**src/rtl/rcsd_pkg.sv**
```systemverilog
`timescale 1ns / 1ps
`default_nettype none
// ----------------------------------------------------------------------------
// rcsd_pkg
// Shared types and constants of the Rice code stream decoder.
// ----------------------------------------------------------------------------
package rcsd_pkg;

    localparam int STREAM_W    = 32;
    localparam int VALUE_W     = 32;
    localparam int KW_W        = 5;
    localparam int WIDTH_W     = 6;
    localparam int CFG_IDX_W   = 1;
    localparam int CFG_DATA_W  = 5;
    localparam int QUEUE_DEPTH = 2;
    localparam int QPTR_W      = $clog2(QUEUE_DEPTH);
    localparam int QCNT_W      = $clog2(QUEUE_DEPTH + 1);
    localparam int RCNT_W      = 6;

    localparam logic [CFG_IDX_W-1:0] REG_CODE_WIDTH    = 1'd0;
    localparam logic [CFG_IDX_W-1:0] REG_PREFIXED_MODE = 1'd1;

    localparam logic [WIDTH_W-1:0] PREFIX_K     = 6'd2;
    localparam logic [VALUE_W-1:0] PREFIX_Q_SAT = 32'd9;
    localparam logic [VALUE_W-1:0] MAX_WIDTH    = 32'd32;
    localparam logic [RCNT_W-1:0]  RESULT_CAP   = 6'd32;
    localparam logic [KW_W-1:0]    RST_CODE_WIDTH = 5'd2;

    typedef enum logic [1:0] {
        PH_UNARY       = 2'd0,
        PH_PREFIX_LOW  = 2'd1,
        PH_VALUE_UNARY = 2'd2,
        PH_VALUE_LOW   = 2'd3
    } phase_t;

    typedef enum logic [1:0] {
        ENG_IDLE  = 2'd0,
        ENG_RUN   = 2'd1,
        ENG_FLUSH = 2'd2
    } eng_state_t;

    typedef struct packed {
        logic [KW_W-1:0] code_width;
        logic            prefixed_mode;
    } cfg_t;

    typedef struct packed {
        logic                valid;
        logic [STREAM_W-1:0] word;
    } word_slot_t;

endpackage : rcsd_pkg
`default_nettype wire

```
**src/rtl/rcsd_word_queue.sv**
```systemverilog
`timescale 1ns / 1ps
`default_nettype none
// ----------------------------------------------------------------------------
// rcsd_word_queue
// Front part: accepts stream words and holds them for the bit engine.
// ----------------------------------------------------------------------------
module rcsd_word_queue
    import rcsd_pkg::*;
(
    input  wire logic                aclk,
    input  wire logic                aresetn,
    input  wire logic                s_tvalid,
    output logic                     s_tready,
    input  wire logic [STREAM_W-1:0] s_tdata,   // stream_word
    output word_slot_t               head,
    input  wire logic                head_pop
);

    logic [STREAM_W-1:0] mem_reg [QUEUE_DEPTH];
    logic [QPTR_W-1:0]   wr_ptr_reg, wr_ptr_next;
    logic [QPTR_W-1:0]   rd_ptr_reg, rd_ptr_next;
    logic [QCNT_W-1:0]   count_reg, count_next;
    logic                push, pop;

    assign s_tready   = (count_reg < QCNT_W'(QUEUE_DEPTH));
    assign push       = s_tvalid && s_tready;
    assign pop        = head_pop && (count_reg != '0);
    assign head.valid = (count_reg != '0);
    assign head.word  = mem_reg[rd_ptr_reg];

    always_comb begin
        wr_ptr_next = wr_ptr_reg;
        rd_ptr_next = rd_ptr_reg;
        count_next  = count_reg;
        if (push) begin
            wr_ptr_next = (wr_ptr_reg == QPTR_W'(QUEUE_DEPTH - 1)) ? '0 : wr_ptr_reg + 1'b1;
        end
        if (pop) begin
            rd_ptr_next = (rd_ptr_reg == QPTR_W'(QUEUE_DEPTH - 1)) ? '0 : rd_ptr_reg + 1'b1;
        end
        if (push && !pop) begin
            count_next = count_reg + 1'b1;
        end else if (pop && !push) begin
            count_next = count_reg - 1'b1;
        end
    end

    always_ff @(posedge aclk) begin
        if (!aresetn) begin
            wr_ptr_reg <= '0;
            rd_ptr_reg <= '0;
            count_reg  <= '0;
        end else begin
            wr_ptr_reg <= wr_ptr_next;
            rd_ptr_reg <= rd_ptr_next;
            count_reg  <= count_next;
        end
    end

    always_ff @(posedge aclk) begin
        if (push) begin
            mem_reg[wr_ptr_reg] <= s_tdata;
        end
    end

endmodule : rcsd_word_queue
`default_nettype wire

```
**src/rtl/rcsd_bit_engine.sv**
```systemverilog
`timescale 1ns / 1ps
`default_nettype none
// ----------------------------------------------------------------------------
// rcsd_bit_engine
// Back part: walks a word a bit per cycle when the output is free, decodes
// Rice codes and drives the result channel, marking each word's last result.
// ----------------------------------------------------------------------------
module rcsd_bit_engine
    import rcsd_pkg::*;
#(
    parameter int WORD_BITS = 32
) (
    input  wire logic               aclk,
    input  wire logic               aresetn,
    input  wire cfg_t               cfg,
    input  wire word_slot_t         head,
    output logic                    head_pop,
    output logic                    m_tvalid,
    input  wire logic               m_tready,
    output logic [VALUE_W-1:0]      m_tdata,   // decoded_value
    output logic                    m_tuser,   // bad_width
    output logic                    m_tlast    // last_of_word
);

    localparam int EXT_W = (WORD_BITS > STREAM_W) ? WORD_BITS : STREAM_W;
    localparam int CNT_W = $clog2(WORD_BITS);

    eng_state_t           state_reg, state_next;
    phase_t               phase_reg, phase_next;
    logic [VALUE_W-1:0]   partial_reg, partial_next;
    logic [WIDTH_W-1:0]   tail_reg, tail_next;
    logic [WIDTH_W-1:0]   active_reg, active_next;
    logic [WORD_BITS-1:0] shift_reg, shift_next;
    logic [CNT_W-1:0]     bit_cnt_reg, bit_cnt_next;
    logic [RCNT_W-1:0]    res_cnt_reg, res_cnt_next;
    logic                 pend_valid_reg, pend_valid_next;
    logic [VALUE_W-1:0]   pend_value_reg, pend_value_next;
    logic                 pend_bad_reg, pend_bad_next;
    logic                 m_valid_reg, m_valid_next;
    logic [VALUE_W-1:0]   m_data_reg, m_data_next;
    logic                 m_user_reg, m_user_next;
    logic                 m_last_reg, m_last_next;

    logic [EXT_W-1:0]     word_ext;
    logic                 bit_in, last_bit, out_free, emit;

    phase_t               dec_phase;
    logic [VALUE_W-1:0]   dec_partial, dec_value, shifted;
    logic [WIDTH_W-1:0]   dec_tail, dec_active, tail_dec, unary_k;
    logic                 dec_emit, dec_bad;

    assign word_ext = EXT_W'(head.word);
    assign bit_in   = shift_reg[WORD_BITS-1];
    assign last_bit = (bit_cnt_reg == CNT_W'(WORD_BITS - 1));
    assign out_free = !m_valid_reg || m_tready;
    assign shifted  = {partial_reg[VALUE_W-2:0], bit_in};

    assign m_tvalid = m_valid_reg;
    assign m_tdata  = m_data_reg;
    assign m_tuser  = m_user_reg;
    assign m_tlast  = m_last_reg;

    // one stream bit through the decoder
    always_comb begin
        dec_phase   = phase_reg;
        dec_partial = partial_reg;
        dec_tail    = tail_reg;
        dec_active  = active_reg;
        dec_emit    = 1'b0;
        dec_value   = partial_reg;
        dec_bad     = 1'b0;
        tail_dec    = tail_reg - 1'b1;
        unary_k     = (phase_reg == PH_VALUE_UNARY) ? active_reg : WIDTH_W'(cfg.code_width);
        case (phase_reg)
            PH_UNARY, PH_VALUE_UNARY: begin
                if (phase_reg == PH_UNARY && cfg.prefixed_mode) begin
                    if (bit_in) begin
                        dec_tail  = PREFIX_K;
                        dec_phase = PH_PREFIX_LOW;
                    end else if (partial_reg < PREFIX_Q_SAT) begin
                        dec_partial = partial_reg + 1'b1;
                    end
                end else if (bit_in) begin
                    // end of unary part
                    if (unary_k == '0) begin
                        dec_emit    = 1'b1;
                        dec_value   = partial_reg;
                        dec_partial = '0;
                        dec_phase   = PH_UNARY;
                    end else begin
                        dec_active = unary_k;
                        dec_tail   = unary_k;
                        dec_phase  = PH_VALUE_LOW;
                    end
                end else begin
                    dec_partial = partial_reg + 1'b1;
                end
            end
            PH_PREFIX_LOW: begin
                dec_tail = tail_dec;
                if (tail_dec == '0) begin
                    if (shifted > MAX_WIDTH) begin
                        dec_emit  = 1'b1;
                        dec_value = '0;
                        dec_bad   = 1'b1;
                        dec_phase = PH_UNARY;
                    end else begin
                        dec_active = shifted[WIDTH_W-1:0];
                        dec_phase  = PH_VALUE_UNARY;
                    end
                    dec_partial = '0;
                end else begin
                    dec_partial = shifted;
                end
            end
            PH_VALUE_LOW: begin
                if (tail_reg != '0) begin
                    dec_tail = tail_dec;
                end
                if (tail_reg <= WIDTH_W'(1)) begin
                    dec_emit    = 1'b1;
                    dec_value   = shifted;
                    dec_partial = '0;
                    dec_phase   = PH_UNARY;
                end else begin
                    dec_partial = shifted;
                end
            end
            default: begin
                dec_phase = PH_UNARY;
            end
        endcase
    end

    always_comb begin
        state_next      = state_reg;
        phase_next      = phase_reg;
        partial_next    = partial_reg;
        tail_next       = tail_reg;
        active_next     = active_reg;
        shift_next      = shift_reg;
        bit_cnt_next    = bit_cnt_reg;
        res_cnt_next    = res_cnt_reg;
        pend_valid_next = pend_valid_reg;
        pend_value_next = pend_value_reg;
        pend_bad_next   = pend_bad_reg;
        m_valid_next    = m_valid_reg && !m_tready;
        m_data_next     = m_data_reg;
        m_user_next     = m_user_reg;
        m_last_next     = m_last_reg;
        head_pop        = 1'b0;
        emit            = dec_emit && (res_cnt_reg < RESULT_CAP);
        case (state_reg)
            ENG_IDLE: begin
                if (head.valid) begin
                    head_pop     = 1'b1;
                    shift_next   = word_ext[WORD_BITS-1:0];
                    bit_cnt_next = '0;
                    res_cnt_next = '0;
                    state_next   = ENG_RUN;
                end
            end
            ENG_RUN: begin
                if (out_free) begin
                    phase_next   = dec_phase;
                    partial_next = dec_partial;
                    tail_next    = dec_tail;
                    active_next  = dec_active;
                    shift_next   = {shift_reg[WORD_BITS-2:0], 1'b0};
                    bit_cnt_next = bit_cnt_reg + 1'b1;
                    if (emit) begin
                        res_cnt_next = res_cnt_reg + 1'b1;
                        // the held result is known not to be the last one
                        if (pend_valid_reg) begin
                            m_valid_next = 1'b1;
                            m_data_next  = pend_value_reg;
                            m_user_next  = pend_bad_reg;
                            m_last_next  = 1'b0;
                        end
                        pend_valid_next = 1'b1;
                        pend_value_next = dec_value;
                        pend_bad_next   = dec_bad;
                    end
                    if (last_bit) begin
                        state_next = (emit || pend_valid_reg) ? ENG_FLUSH : ENG_IDLE;
                    end
                end
            end
            ENG_FLUSH: begin
                if (out_free) begin
                    m_valid_next    = 1'b1;
                    m_data_next     = pend_value_reg;
                    m_user_next     = pend_bad_reg;
                    m_last_next     = 1'b1;
                    pend_valid_next = 1'b0;
                    state_next      = ENG_IDLE;
                end
            end
            default: begin
                state_next = ENG_IDLE;
            end
        endcase
    end

    always_ff @(posedge aclk) begin
        if (!aresetn) begin
            state_reg      <= ENG_IDLE;
            phase_reg      <= PH_UNARY;
            partial_reg    <= '0;
            tail_reg       <= '0;
            active_reg     <= '0;
            bit_cnt_reg    <= '0;
            res_cnt_reg    <= '0;
            pend_valid_reg <= 1'b0;
            m_valid_reg    <= 1'b0;
        end else begin
            state_reg      <= state_next;
            phase_reg      <= phase_next;
            partial_reg    <= partial_next;
            tail_reg       <= tail_next;
            active_reg     <= active_next;
            bit_cnt_reg    <= bit_cnt_next;
            res_cnt_reg    <= res_cnt_next;
            pend_valid_reg <= pend_valid_next;
            m_valid_reg    <= m_valid_next;
        end
    end

    always_ff @(posedge aclk) begin
        shift_reg      <= shift_next;
        pend_value_reg <= pend_value_next;
        pend_bad_reg   <= pend_bad_next;
        m_data_reg     <= m_data_next;
        m_user_reg     <= m_user_next;
        m_last_reg     <= m_last_next;
    end

endmodule : rcsd_bit_engine
`default_nettype wire

```
**src/rtl/rice_code_stream_decoder_core.sv**
```systemverilog
`timescale 1ns / 1ps
`default_nettype none
// ----------------------------------------------------------------------------
// rice_code_stream_decoder_core
// Rice code decoder for a stream of words, plain or width-prefixed codes.
// ----------------------------------------------------------------------------
// Usage:
//   s_* channel carries stream words, first stream bit in the top bit.
//   m_* channel carries one decoded value per transfer; m_tuser flags a
//   prefixed width above 32 (value 0), m_tlast marks the last result of a
//   word. Codes may span words; partial codes are kept between words.
//   cfg_wr_* writes code_width (index 0) and prefixed_mode (index 1); the user
//   must write only while the block is idle, which the block does not enforce.
// Timing:
//   A two-word queue takes words while the bit engine works. The engine
//   loads a word, then takes one stream bit per cycle while the output is
//   free, and last flushes the held result when the word produced any.
//   Results of a word leave at most one per cycle; the last one is registered
//   out of the flush state once the output is free.
// Reset and stall:
//   aresetn clears the queue, decode state and output; code_width returns
//   to 2 and prefixed_mode to 0. While a result waits with m_tready low the
//   engine pauses on its current bit and the queue keeps filling up to two
//   words.
// ----------------------------------------------------------------------------
module rice_code_stream_decoder_core
    import rcsd_pkg::*;
#(
    parameter int WORD_BITS = 32
) (
    input  wire logic                  aclk,
    input  wire logic                  aresetn,
    input  wire logic                  cfg_wr_en,
    input  wire logic [CFG_IDX_W-1:0]  cfg_wr_index,
    input  wire logic [CFG_DATA_W-1:0] cfg_wr_data,
    input  wire logic                  s_tvalid,
    output logic                       s_tready,
    input  wire logic [STREAM_W-1:0]   s_tdata,   // stream_word
    output logic                       m_tvalid,
    input  wire logic                  m_tready,
    output logic [VALUE_W-1:0]         m_tdata,   // decoded_value
    output logic                       m_tuser,   // bad_width
    output logic                       m_tlast    // last_of_word
);

    logic [KW_W-1:0] code_width_reg, code_width_next;
    logic            prefixed_mode_reg, prefixed_mode_next;
    cfg_t            cfg;
    word_slot_t      head;
    logic            head_pop;

    always_comb begin
        code_width_next    = code_width_reg;
        prefixed_mode_next = prefixed_mode_reg;
        if (cfg_wr_en) begin
            case (cfg_wr_index)
                REG_CODE_WIDTH:    code_width_next    = cfg_wr_data[KW_W-1:0];
                REG_PREFIXED_MODE: prefixed_mode_next = cfg_wr_data[0];
                default: begin
                end
            endcase
        end
    end

    always_ff @(posedge aclk) begin
        if (!aresetn) begin
            code_width_reg    <= RST_CODE_WIDTH;
            prefixed_mode_reg <= 1'b0;
        end else begin
            code_width_reg    <= code_width_next;
            prefixed_mode_reg <= prefixed_mode_next;
        end
    end

    assign cfg.code_width    = code_width_reg;
    assign cfg.prefixed_mode = prefixed_mode_reg;

    rcsd_word_queue u_queue (
        .aclk     (aclk),
        .aresetn  (aresetn),
        .s_tvalid (s_tvalid),
        .s_tready (s_tready),
        .s_tdata  (s_tdata),
        .head     (head),
        .head_pop (head_pop)
    );

    rcsd_bit_engine #(
        .WORD_BITS (WORD_BITS)
    ) u_engine (
        .aclk     (aclk),
        .aresetn  (aresetn),
        .cfg      (cfg),
        .head     (head),
        .head_pop (head_pop),
        .m_tvalid (m_tvalid),
        .m_tready (m_tready),
        .m_tdata  (m_tdata),
        .m_tuser  (m_tuser),
        .m_tlast  (m_tlast)
    );

endmodule : rice_code_stream_decoder_core
`default_nettype wire

```
**config.mk**
```make
export PLATFORM = sky130hd
export DESIGN_NAME = rice_code_stream_decoder_core
export DESIGN_NICKNAME = d
export VERILOG_FILES = /design/src/rtl/rcsd_pkg.sv /design/src/rtl/rcsd_word_queue.sv /design/src/rtl/rcsd_bit_engine.sv /design/src/rtl/rice_code_stream_decoder_core.sv
export SDC_FILE = /design/constraint.sdc
export NUM_CORES = 1
export LEC_CHECK = 0
export BUFFER_PORTS_ARGS = -buffer_cell sky130_fd_sc_hd__buf_2
export CAP_MARGIN = 20
export CORE_ASPECT_RATIO = 1.4
export CORE_UTILIZATION = 50
export CTS_CLUSTER_DIAMETER = 40
export DETAILED_ROUTE_END_ITERATION = 6
export PLACE_DENSITY = 0.68
export RECOVER_POWER = 100
export SETUP_SLACK_MARGIN = 0.5
export SKIP_LAST_GASP = 1
export SLEW_MARGIN = 20
export SYNTH_ARGS = -nofsm -noshare
export SYNTH_HDL_FRONTEND = slang
export SYNTH_SLANG_ARGS = --single-unit
```
**constraint.sdc**
```tcl
create_clock -name aclk -period 5.9 [get_ports aclk]
set_input_delay 0.59 -clock aclk [delete_from_list [all_inputs] [get_ports aclk]]
set_output_delay 0.59 -clock aclk [all_outputs]
set_load 0.05 [all_outputs]
```
==> results_dict.tcl, run 1 <==
set metrics [dict create \
    outcome "finished, violations left" \
    violations "capacitance limit, slew limit" \
    rsz0062_at_grt "false" \
    synthCells 902 \
    hold_viol_final 0 \
    port_buffers 78 \
    maxSlewHeadroom_pct -52.6 \
    rows 62 \
    reg2reg_depth 7 \
    fin_crit_sh_pct 73.4 \
    yosysWarnings 0 \
    syn_area_per_cell_um2 11.6 \
    synth_cell_types 69 \
    clock_sinks 235 \
    via_per_inst 5.95 \
    boundaryPins 79 \
    start_util_pct 50.9 \
    wire_per_inst_um 17.9 \
    synth_top_area_share_pct 46.9 \
    cp.arrival_ps 4740 \
    layout.nets 996 \
    pwr-share-seq_pct 44.8 \
    clk_latency_ps 530 \
    worst_path_largest_cell_delay_ps 1360 \
    switching_share_pct 34.7 \
    cts_root_buf "clkbuf_16" \
    cp.buffers_inverters 1 \
    power_leakage_uw 0.00384 \
    grt_pass1_wl_mm 35.0 \
    ir_drop_uv 279 \
    ff_latch_area_um2 6340 \
    internal_power_uw 3510 \
    r2r_start "u_engine.phase_reg[1]" \
    post-cts-setup-buffers 0 \
    cp_common_cell "o21ai_0" \
    fillCellCount 1771 \
    endpoint_kind "register" \
    synth_common_cells "edfxtp_1, nand2_1, dfxtp_1" \
    die-area_um2 21500 \
    cts-resized-gates 0 \
    setup_viol 0 \
    fp.dieW_um 124 \
    syn2layout_area_growth_pct 12.1 \
    min_from "s_tdata[31]" \
    setup_tns_ps 0 \
    grt_max_degree 64 \
    path_cells "nor2b_1 -> mux2i_1 -> o21ai_0 -> o31ai_4 -> clkbuf_1 -> o21ai_0 -> a221oi_1" \
    overflow 0 \
    grt_pass1_vias 6923 \
    cp.depth 7 \
    cp.required_ps 6320 \
    yosysMostFrequentCell "edfxtp_1" \
    antenna_cells 0 \
    pre_cts_slack_ps 2330 \
    cap_violations 10 \
    tightest_slew_ps 2290 \
    largest_reg_flops 64 \
    netlist_area_um2 10400 \
    vias 7240 \
    place_hpwl_mm 14.1 \
    ys_ff_latch 235 \
    drive_gt1_share_pct 9.37 \
    core-area_um2 20500 \
    fmax_mhz 231 \
    postCtsHoldBufs 0 \
    critPathKind "reg2reg" \
    postRouteAntennaNets 0 \
    place_congestion 0.864 \
    drt-initial-drc-count 515 \
    finalWorstSetupSlack_ps 1570 \
    die_h_um 173 \
    gr-usage-all-layers_pct 20.4 \
    synth_area_leaders "edfxtp_1, dfxtp_1, mux2i_1" \
    cts_tree "built" \
    routed_wl_mm 21.7 \
    clkPwrFrac_pct 29.8 \
    pwr-share-comb_pct 25.4 \
    cts_max_level 1 \
    yosysSeqAreaShare_pct 60.7 \
    crit_fanout 43 \
    synth_fp_nets 957 \
    worstSetupStartpointType "register" \
    finClkSkew_ps 29.9 \
    multi_input_area_um2 3700 \
    clockBufferDepth 3 \
    min_path_cells 1 \
    path_clk_slew_ps 60 \
    powerDensity_nw_per_um2 460 \
    hold_class "in2reg" \
    switchingPower_uw 1870 \
    synth_edf_count 163 \
    period_minus_slack_ps 4330 \
    crit_start "u_engine.phase_reg[1]" \
    cts_buffers 27 \
    ys.flop_type "edfxtp_1" \
    cp_slowest_cell "clkbuf_1" \
    async_flop_share_pct 0 \
    critPathTopFamily "buffers and inverters" \
    synth.largest_area_cell "edfxtp_1" \
    drc 0 \
    maxSlewViolCount 383 \
    fin_hold_ws_ps 245 \
    antenna_found_initial 0 \
    drt_pass1_iterations 5 \
]
[worst reg2reg max path, stage by stage (launching register included)]
cell and delay (ps):
dfxtp_1 920, nor2b_1 410, mux2i_1 340, o21ai_0 300, o31ai_4 240, clkbuf_1 1360
o21ai_0 310, a221oi_1 340
[routing by layer]
metal	track usage, %	vias up	routed length, um	share of wire (%)
li1	-	3519	-	-
met1	24.7	3508	8960	41
met2	36.1	177	11100	51
met3	3.73	36	1240	5.7
met4	5.95	0	445	2.0
met5	0	-	0	0
[power by group through the flow]
stage | clock, uW | sequential (uW) | combinational [uW]
floorplan | 0 | 2480 | 972
global placement | 0 | 2410 | 1380
detailed placement | 0 | 2430 | 1400
CTS | 1640 | 2400 | 1410
global route | 1700 | 2450 | 1520
finish | 1600 | 2410 | 1370
[final timing paths]
| check | endpoint | slack (ps) |
|---|---|---|
| setup / recovery | u_engine.partial_reg[18] | 1570 |
| setup reg to reg | u_engine.partial_reg[18] | 1570 |
| hold / removal | u_queue.mem_reg[0][31] | 240 |
| hold reg to reg | u_engine.m_tdata[6] | 400 |
[layout by cell type (no fill, tap or decap), types with 11 or more instances in the layout]
cell,synthesis,routed
a31oi_1,15,15
inv_1,18,18
a22o_1,33,33
edfxtp_1,163,163
o211ai_1,11,11
clkbuf_16,0,27
clkbuf_1,59,64
ha_1,12,12
nand3_1,18,18
nor2_1,45,45
a21oi_1,55,55
buf_2,9,23
nand2_1,78,78
o21ai_0,64,65
nor3_1,16,15
mux2i_1,47,47
dfxtp_1,72,71
[per-stage QoR]
stage                     power [uW]  cells  instance area (um^2)  utilization (%)
after floorplan                 3450    902                 10400                -
after global placement          3790   1168                 10900             53.4
after global routing            5680   1217                 11700             57.1
final                           5380   1217                 11700             57.1
after detailed placement        3830   1168                 10900             53.4
after CTS                       5440   1217                 11800             57.7
[cells by family (layout without fill, tap and decap cells)]
logic type,Yosys count,after routing,synth area share [%]
adders and majority gates,12,12,1.44
muxes,49,49,4.72
buffers and inverters,98,157,3.72
xor gates and xnor gates,10,10,0.839
AOI/OAI and AO/OA,263,263,17.0
DFF,235,235,60.7
and+or+nand+nor,235,235,11.5
[final cells by class]
cell class	instances	area share, %
timing repair buffer	89	3.23
inverter	19	0.610
multi-input combinational	569	31.7
clock buffer	29	5.84
sequential	235	54.2
clock inverter	20	1.72
tap	256	2.74
Power figures use the tool's default switching activity.
==> inputs of run 2 (changes only) <==
==> constraint.sdc (replaced) <==
create_clock -name aclk -period 4 [get_ports aclk]
set_input_delay 0.4 -clock aclk [delete_from_list [all_inputs] [get_ports aclk]]
set_output_delay 0.4 -clock aclk [all_outputs]
set_load 0.05 [all_outputs]
==> run 2 against run 1 <==
  * The flow still finishes with violations (capacitance limit, slew limit)
  * Hold slack got worse by 170 ps
  * Clock skew shrank 14 ps
  * Sequential share of layout area grew 0.19 points
  * Cell area fell by 0.34%
  * Count of clock-buffer cells in the layout is the same
  * First-iteration DRC count rose by 12%
  * Power up 44%
  * Largest cell class unchanged
  * Core utilization is 0.20 points lower
  * Register-to-register slack got worse by 930 ps
  * Critical path type unchanged
==> results_dict.tcl, run 2 (synthesized netlist as in run 1, its figures left out) <==
set metrics [dict create \
    cp.arrival_ps 3500 \
    syn2layout_area_growth_pct 11.7 \
    violations "capacitance limit, slew limit" \
    clk_latency_ps 510 \
    start_util_pct 50.9 \
    gr-usage-all-layers_pct 20.1 \
    clock_sinks 235 \
    hold_class "in2reg" \
    post-cts-setup-buffers 0 \
    endpoint_kind "register" \
    fin_hold_ws_ps 75.7 \
    placed_cells 1177 \
    power_leakage_uw 0.00384 \
    cts_tree "built" \
    hold_viol_final 0 \
    fin_cells 1220 \
    die-area_um2 21500 \
    reg2reg_depth 8 \
    rows 62 \
    cts_max_level 1 \
    antenna_cells 0 \
    powerDensity_nw_per_um2 666 \
    routed_wl_mm 21.8 \
    grt_pass1_wl_mm 34.4 \
    cap_violations 5 \
    path_clk_slew_ps 60 \
    cp.required_ps 4140 \
    cts-resized-gates 0 \
    overflow 0 \
    grt_max_degree 64 \
    min_path_cells 1 \
    outcome "finished, violations left" \
    antenna_found_initial 0 \
    maxSlewViolCount 214 \
    largest_reg_flops 64 \
    vias 7292 \
    clockBufferDepth 3 \
    cts_root_buf "clkbuf_16" \
    drt_pass1_iterations 5 \
    grt_pass1_vias 6899 \
    boundaryPins 79 \
    postCtsHoldBufs 0 \
    place_hpwl_mm 14.1 \
    place_congestion 0.844 \
    fillCellCount 1736 \
    drive_gt1_share_pct 9.34 \
    drc 0 \
    critPathKind "reg2reg" \
    setup_tns_ps 0 \
    fin_crit_sh_pct 84.0 \
    wire_per_inst_um 17.8 \
    layout.nets 1002 \
    drt-initial-drc-count 579 \
    port_buffers 78 \
    finClkSkew_ps 15.5 \
    tightest_slew_ps 2440 \
    fin_util_pct 56.9 \
    rsz0062_at_grt "false" \
    setup_viol 0 \
    worstSetupStartpointType "register" \
    crit_fanout 36 \
    core-area_um2 20500 \
    ff_latch_area_um2 6340 \
    cts_buffers 24 \
    postRouteAntennaNets 0 \
    final_cell_mix "edfxtp_1, nand2_1, dfxtp_1" \
    maxSlewHeadroom_pct -62.7 \
    multi_input_area_um2 3720 \
    die_h_um 173 \
    via_per_inst 5.98 \
    layout_commonest_cell "edfxtp_1" \
    fmax_mhz 298 \
    ir_drop_uv 294 \
    period_minus_slack_ps 3360 \
    fp.dieW_um 124 \
]
run 2: path summary, 6_finish.rpt:
check | start | to | slack [ps]
max reg2reg | u_engine.tail_reg[0] | u_engine.pend_value_reg[27] | 640
min reg2reg | u_engine.pend_value_reg[30] | u_engine.m_tdata[30] | 410
min | s_tdata[2] | u_queue.mem_reg[1][2] | 80
max | u_engine.tail_reg[0] | u_engine.pend_value_reg[27] | 640
run 2: layer usage:
layer	up-vias	GRT usage (%)	share of wire, %
met3	46	2.87	4.6
met1	3535	25.0	42
met4	0	7.74	2.9
met2	187	34.8	50
li1	3524	-	-
met5	-	0	0
run 2: metrics by stage:
step	cell area (um^2)	total power, uW	setup WS (ps)
final	11700	7760	641
after global routing	11700	8180	318
after CTS	11800	7860	842
after detailed placement	11000	5710	852
after global placement	11000	5670	975
after floorplan	10500	5090	762
run 2: area by class of cell:
| class | count | share of cell area (%) |
|---|---|---|
| Sequential cell | 235 | 54.4 |
| Multi-Input combinational cell | 569 | 32.0 |
| Clock buffer | 29 | 5.58 |
| Timing Repair Buffer | 98 | 3.71 |
| Tap cell | 256 | 2.75 |
| Clock inverter | 14 | 1.02 |
| Inverter | 19 | 0.612 |
run 2: where the power goes:
part | internal [uW] | switching, uW | total [uW]
Clock | 1240 | 907 | 2140
Sequential | 3250 | 291 | 3540
Combinational | 609 | 1470 | 2080
Total | 5090 | 2670 | 7760
run 2: worst max-delay path, cell delays in order (launching register included):
cell and delay [ps]:
dfxtp_1 450, inv_1 80, ha_1 270, xnor2_1 160, nand4_1 210, o211a_1 300, clkbuf_2 480, nor4_4 350
clkbuf_2 660
==> inputs of run 3 (changes only) <==
--- a/config.mk
+++ b/config.mk
@@ -5,6 +5,7 @@
 export SDC_FILE = /design/constraint.sdc
 export NUM_CORES = 1
 export LEC_CHECK = 0
+export ABC_AREA = 1
 export BUFFER_PORTS_ARGS = -buffer_cell sky130_fd_sc_hd__buf_2
 export CAP_MARGIN = 20
 export CORE_ASPECT_RATIO = 1.4
==> constraint.sdc (replaced) <==
create_clock -name aclk -period 3.1 [get_ports aclk]
set_input_delay 0.31 -clock aclk [delete_from_list [all_inputs] [get_ports aclk]]
set_output_delay 0.31 -clock aclk [all_outputs]
set_load 0.05 [all_outputs]
==> run 3 against run 2 <==
  * The flow finishes with violations (DRC, capacitance limit, slew limit)
  * First-iteration DRC count increased by 1.4%
  * Cell area rose by 8.7%
  * Register-to-register slack got worse by 180 ps
  * Global-route usage is 1.9 points higher
  * Power up 64%
  * Clock skew down 0.63 ps
  * Wire length is 12% higher
  * Clock power is 55% higher
  * Critical path type unchanged
  * Largest power group unchanged
==> results_dict.tcl, run 3 <==
set metrics [dict create \
    core-area_um2 20700 \
    rsz0062_at_grt "false" \
    critPathTopFamily "simple AND/OR/NAND/NOR gates" \
    postRouteAntennaNets 0 \
    cp_common_cell "nand2_1" \
    pre_cts_slack_ps 545 \
    place_congestion 0.919 \
    cap_violations 3 \
    gr-usage-all-layers_pct 22.1 \
    clockBufferDepth 3 \
    hold_viol_final 0 \
    ys.flop_type "edfxtp_1" \
    synth_top_area_share_pct 45.8 \
    ys_ff_latch 235 \
    cp.required_ps 3350 \
    maxSlewHeadroom_pct -52.0 \
    worstSetupStartpointType "register" \
    synth_edf_count 163 \
    die_h_um 175 \
    grt_max_degree 48 \
    ir_drop_uv 583 \
    wire_per_inst_um 15.7 \
    cp.arrival_ps 2890 \
    cp_slowest_cell "dfxtp_1" \
    drc 5 \
    synth_common_cells "nand2_1, nor2_1, edfxtp_1" \
    syn2layout_area_growth_pct 18.7 \
    grt_pass1_wl_mm 39.3 \
    critPathKind "reg2reg" \
    final_cell_mix "nand2_1, nor2_1, edfxtp_1" \
    synth.largest_area_cell "edfxtp_1" \
    vias 8451 \
    clk_latency_ps 540 \
    powerDensity_nw_per_um2 1000 \
    power_uw 12700 \
    yosysWarnings 0 \
    synthCells 1154 \
    synth_area_leaders "edfxtp_1, dfxtp_1, nand2_1" \
    place_hpwl_mm 15.9 \
    drive_gt1_share_pct 9.63 \
    regToRegSetupSlack_ps 460 \
    cts_max_level 1 \
    path_cells "inv_1 -> ha_1 -> inv_1 -> nand2_1 -> nand2_1 -> nor2_1 -> nand3_1 -> nor2_4 -> nand3_1 -> nand2_4 -> nand2_1 -> nor2_1 -> o21ai_1 -> nor2_4 -> buf_12 -> clkbuf_16" \
    fp.dieW_um 126 \
    endpoint_kind "register" \
    tightest_slew_ps 2280 \
    fin_crit_sh_pct 85.0 \
    power_leakage_uw 0.00483 \
    path_clk_slew_ps 60 \
    syn_area_per_cell_um2 9.25 \
    cts_root_buf "clkbuf_16" \
    drt-initial-drc-count 587 \
    async_flop_share_pct 0 \
    overflow 0 \
    antenna_found_initial 0 \
    netlist_area_um2 10700 \
    cts_buffers 29 \
    die-area_um2 22000 \
    synth_fp_nets 1209 \
    layout.nets 1330 \
    period_minus_slack_ps 2640 \
    maxSlewViolCount 114 \
    boundaryPins 79 \
    clock_sinks 235 \
    setup_tns_ps 0 \
    finalWorstSetupSlack_ps 464 \
    finClkSkew_ps 14.9 \
    violations "DRC, capacitance limit, slew limit" \
    hold_class "in2reg" \
    cp.buffers_inverters 4 \
    fmax_mhz 379 \
    via_per_inst 5.44 \
    outcome "finished, violations left" \
    cts_tree "built" \
    drt_pass1_iterations 7 \
    setup_viol 0 \
    fin_hold_ws_ps 76.6 \
    grt_pass1_vias 8156 \
    rows 62 \
    layout_commonest_cell "nand2_1" \
    antenna_cells 0 \
    yosysSeqAreaShare_pct 59.3 \
    crit_fanout 8 \
    worst_path_largest_cell_delay_ps 330 \
    synth_cell_types 42 \
    port_buffers 78 \
    yosysMostFrequentCell "nand2_1" \
    routed_wl_mm 24.4 \
    largest_reg_flops 64 \
    start_util_pct 51.5 \
]
run 3: cell types whose count changed after synthesis, moves of 22 or more:
cell / change
a21oi_1: +64
nand2_1: +152
o22ai_1: +33
nand3_1: +28
inv_1: +64
nor2_1: +128
o21ai_0: -22
mux2i_1: -47
clkbuf_1: -28
a22o_1: -33
run 3: power breakdown:
part / switching, uW / leakage (uW) / internal (uW)
Sequential: 447 / 0.00211 / 4450
Combinational: 3250 / 0.00224 / 1260
Clock: 1350 / 0.000467 / 1970
run 3: metrics by stage:
| stage | utilization [%] | area [um^2] | std cells |
|---|---|---|---|
| finish | 61.2 | 12700 | 1554 |
| floorplan | - | 10700 | 1154 |
| CTS | 61.2 | 12700 | 1548 |
| global placement | 54.8 | 11300 | 1458 |
| detailed placement | 54.8 | 11300 | 1458 |
| global route | 61.2 | 12700 | 1554 |
run 3: what timing repair did:
item,CTS,global route
resized for setup,0,6
setup buffers,0,2
setup endpoints to repair,0,89
hold endpoints to repair,68,0
hold buffers,36,0
run 3: path summary, 6_finish.rpt:
kind | end | cells after the start | from
setup / recovery | u_engine.m_tdata[8] | 16 | u_engine.tail_reg[0]
hold / removal | prefixed_mode_reg | 4 | cfg_wr_en
setup reg to reg | u_engine.m_tdata[8] | 16 | u_engine.tail_reg[0]
hold reg to reg | u_engine.m_tdata[1] | 0 | u_engine.pend_value_reg[1]
run 3: per-layer routing:
| layer | track usage (%) | up-vias | part of all wire [%] |
|---|---|---|---|
| met2 | 41.2 | 264 | 52 |
| met3 | 3.12 | 57 | 5.0 |
| li1 | - | 4224 | - |
| met1 | 24.9 | 3906 | 39 |
| met4 | 9.55 | 0 | 3.5 |
| met5 | 0 | - | 0 |
run 3: cell type report:
| type | count | area, um^2 |
|---|---|---|
| clock buffers | 37 | 766 |
| multi-input cells | 780 | 3780 |
| well taps | 256 | 320 |
| fillers | 1773 | 8040 |
| flip-flops and latches | 235 | 6340 |
| repair buffers | 136 | 901 |
| inverters | 93 | 352 |
| clock inverters | 17 | 213 |
run 3: kinds of logic (layout without fill, tap and decap cells):
group                    Yosys count  after routing  share of synthesized area (%)
AND/OR/NAND/NOR                  529            529                           21.3
flip-flops                       235            235                           59.3
AO/OA/AOI/OAI                    229            229                           11.8
buffers and inverters            139            283                           5.36
adder cells (fa/ha/maj)           12             12                           1.41
XOR/XNOR                          10             10                          0.820
run 3: worst min-delay path: cells and delay by family:
family,cells,cell delay [ps]
buf+inv,1,100
simple gates,2,100
compound gates,1,50
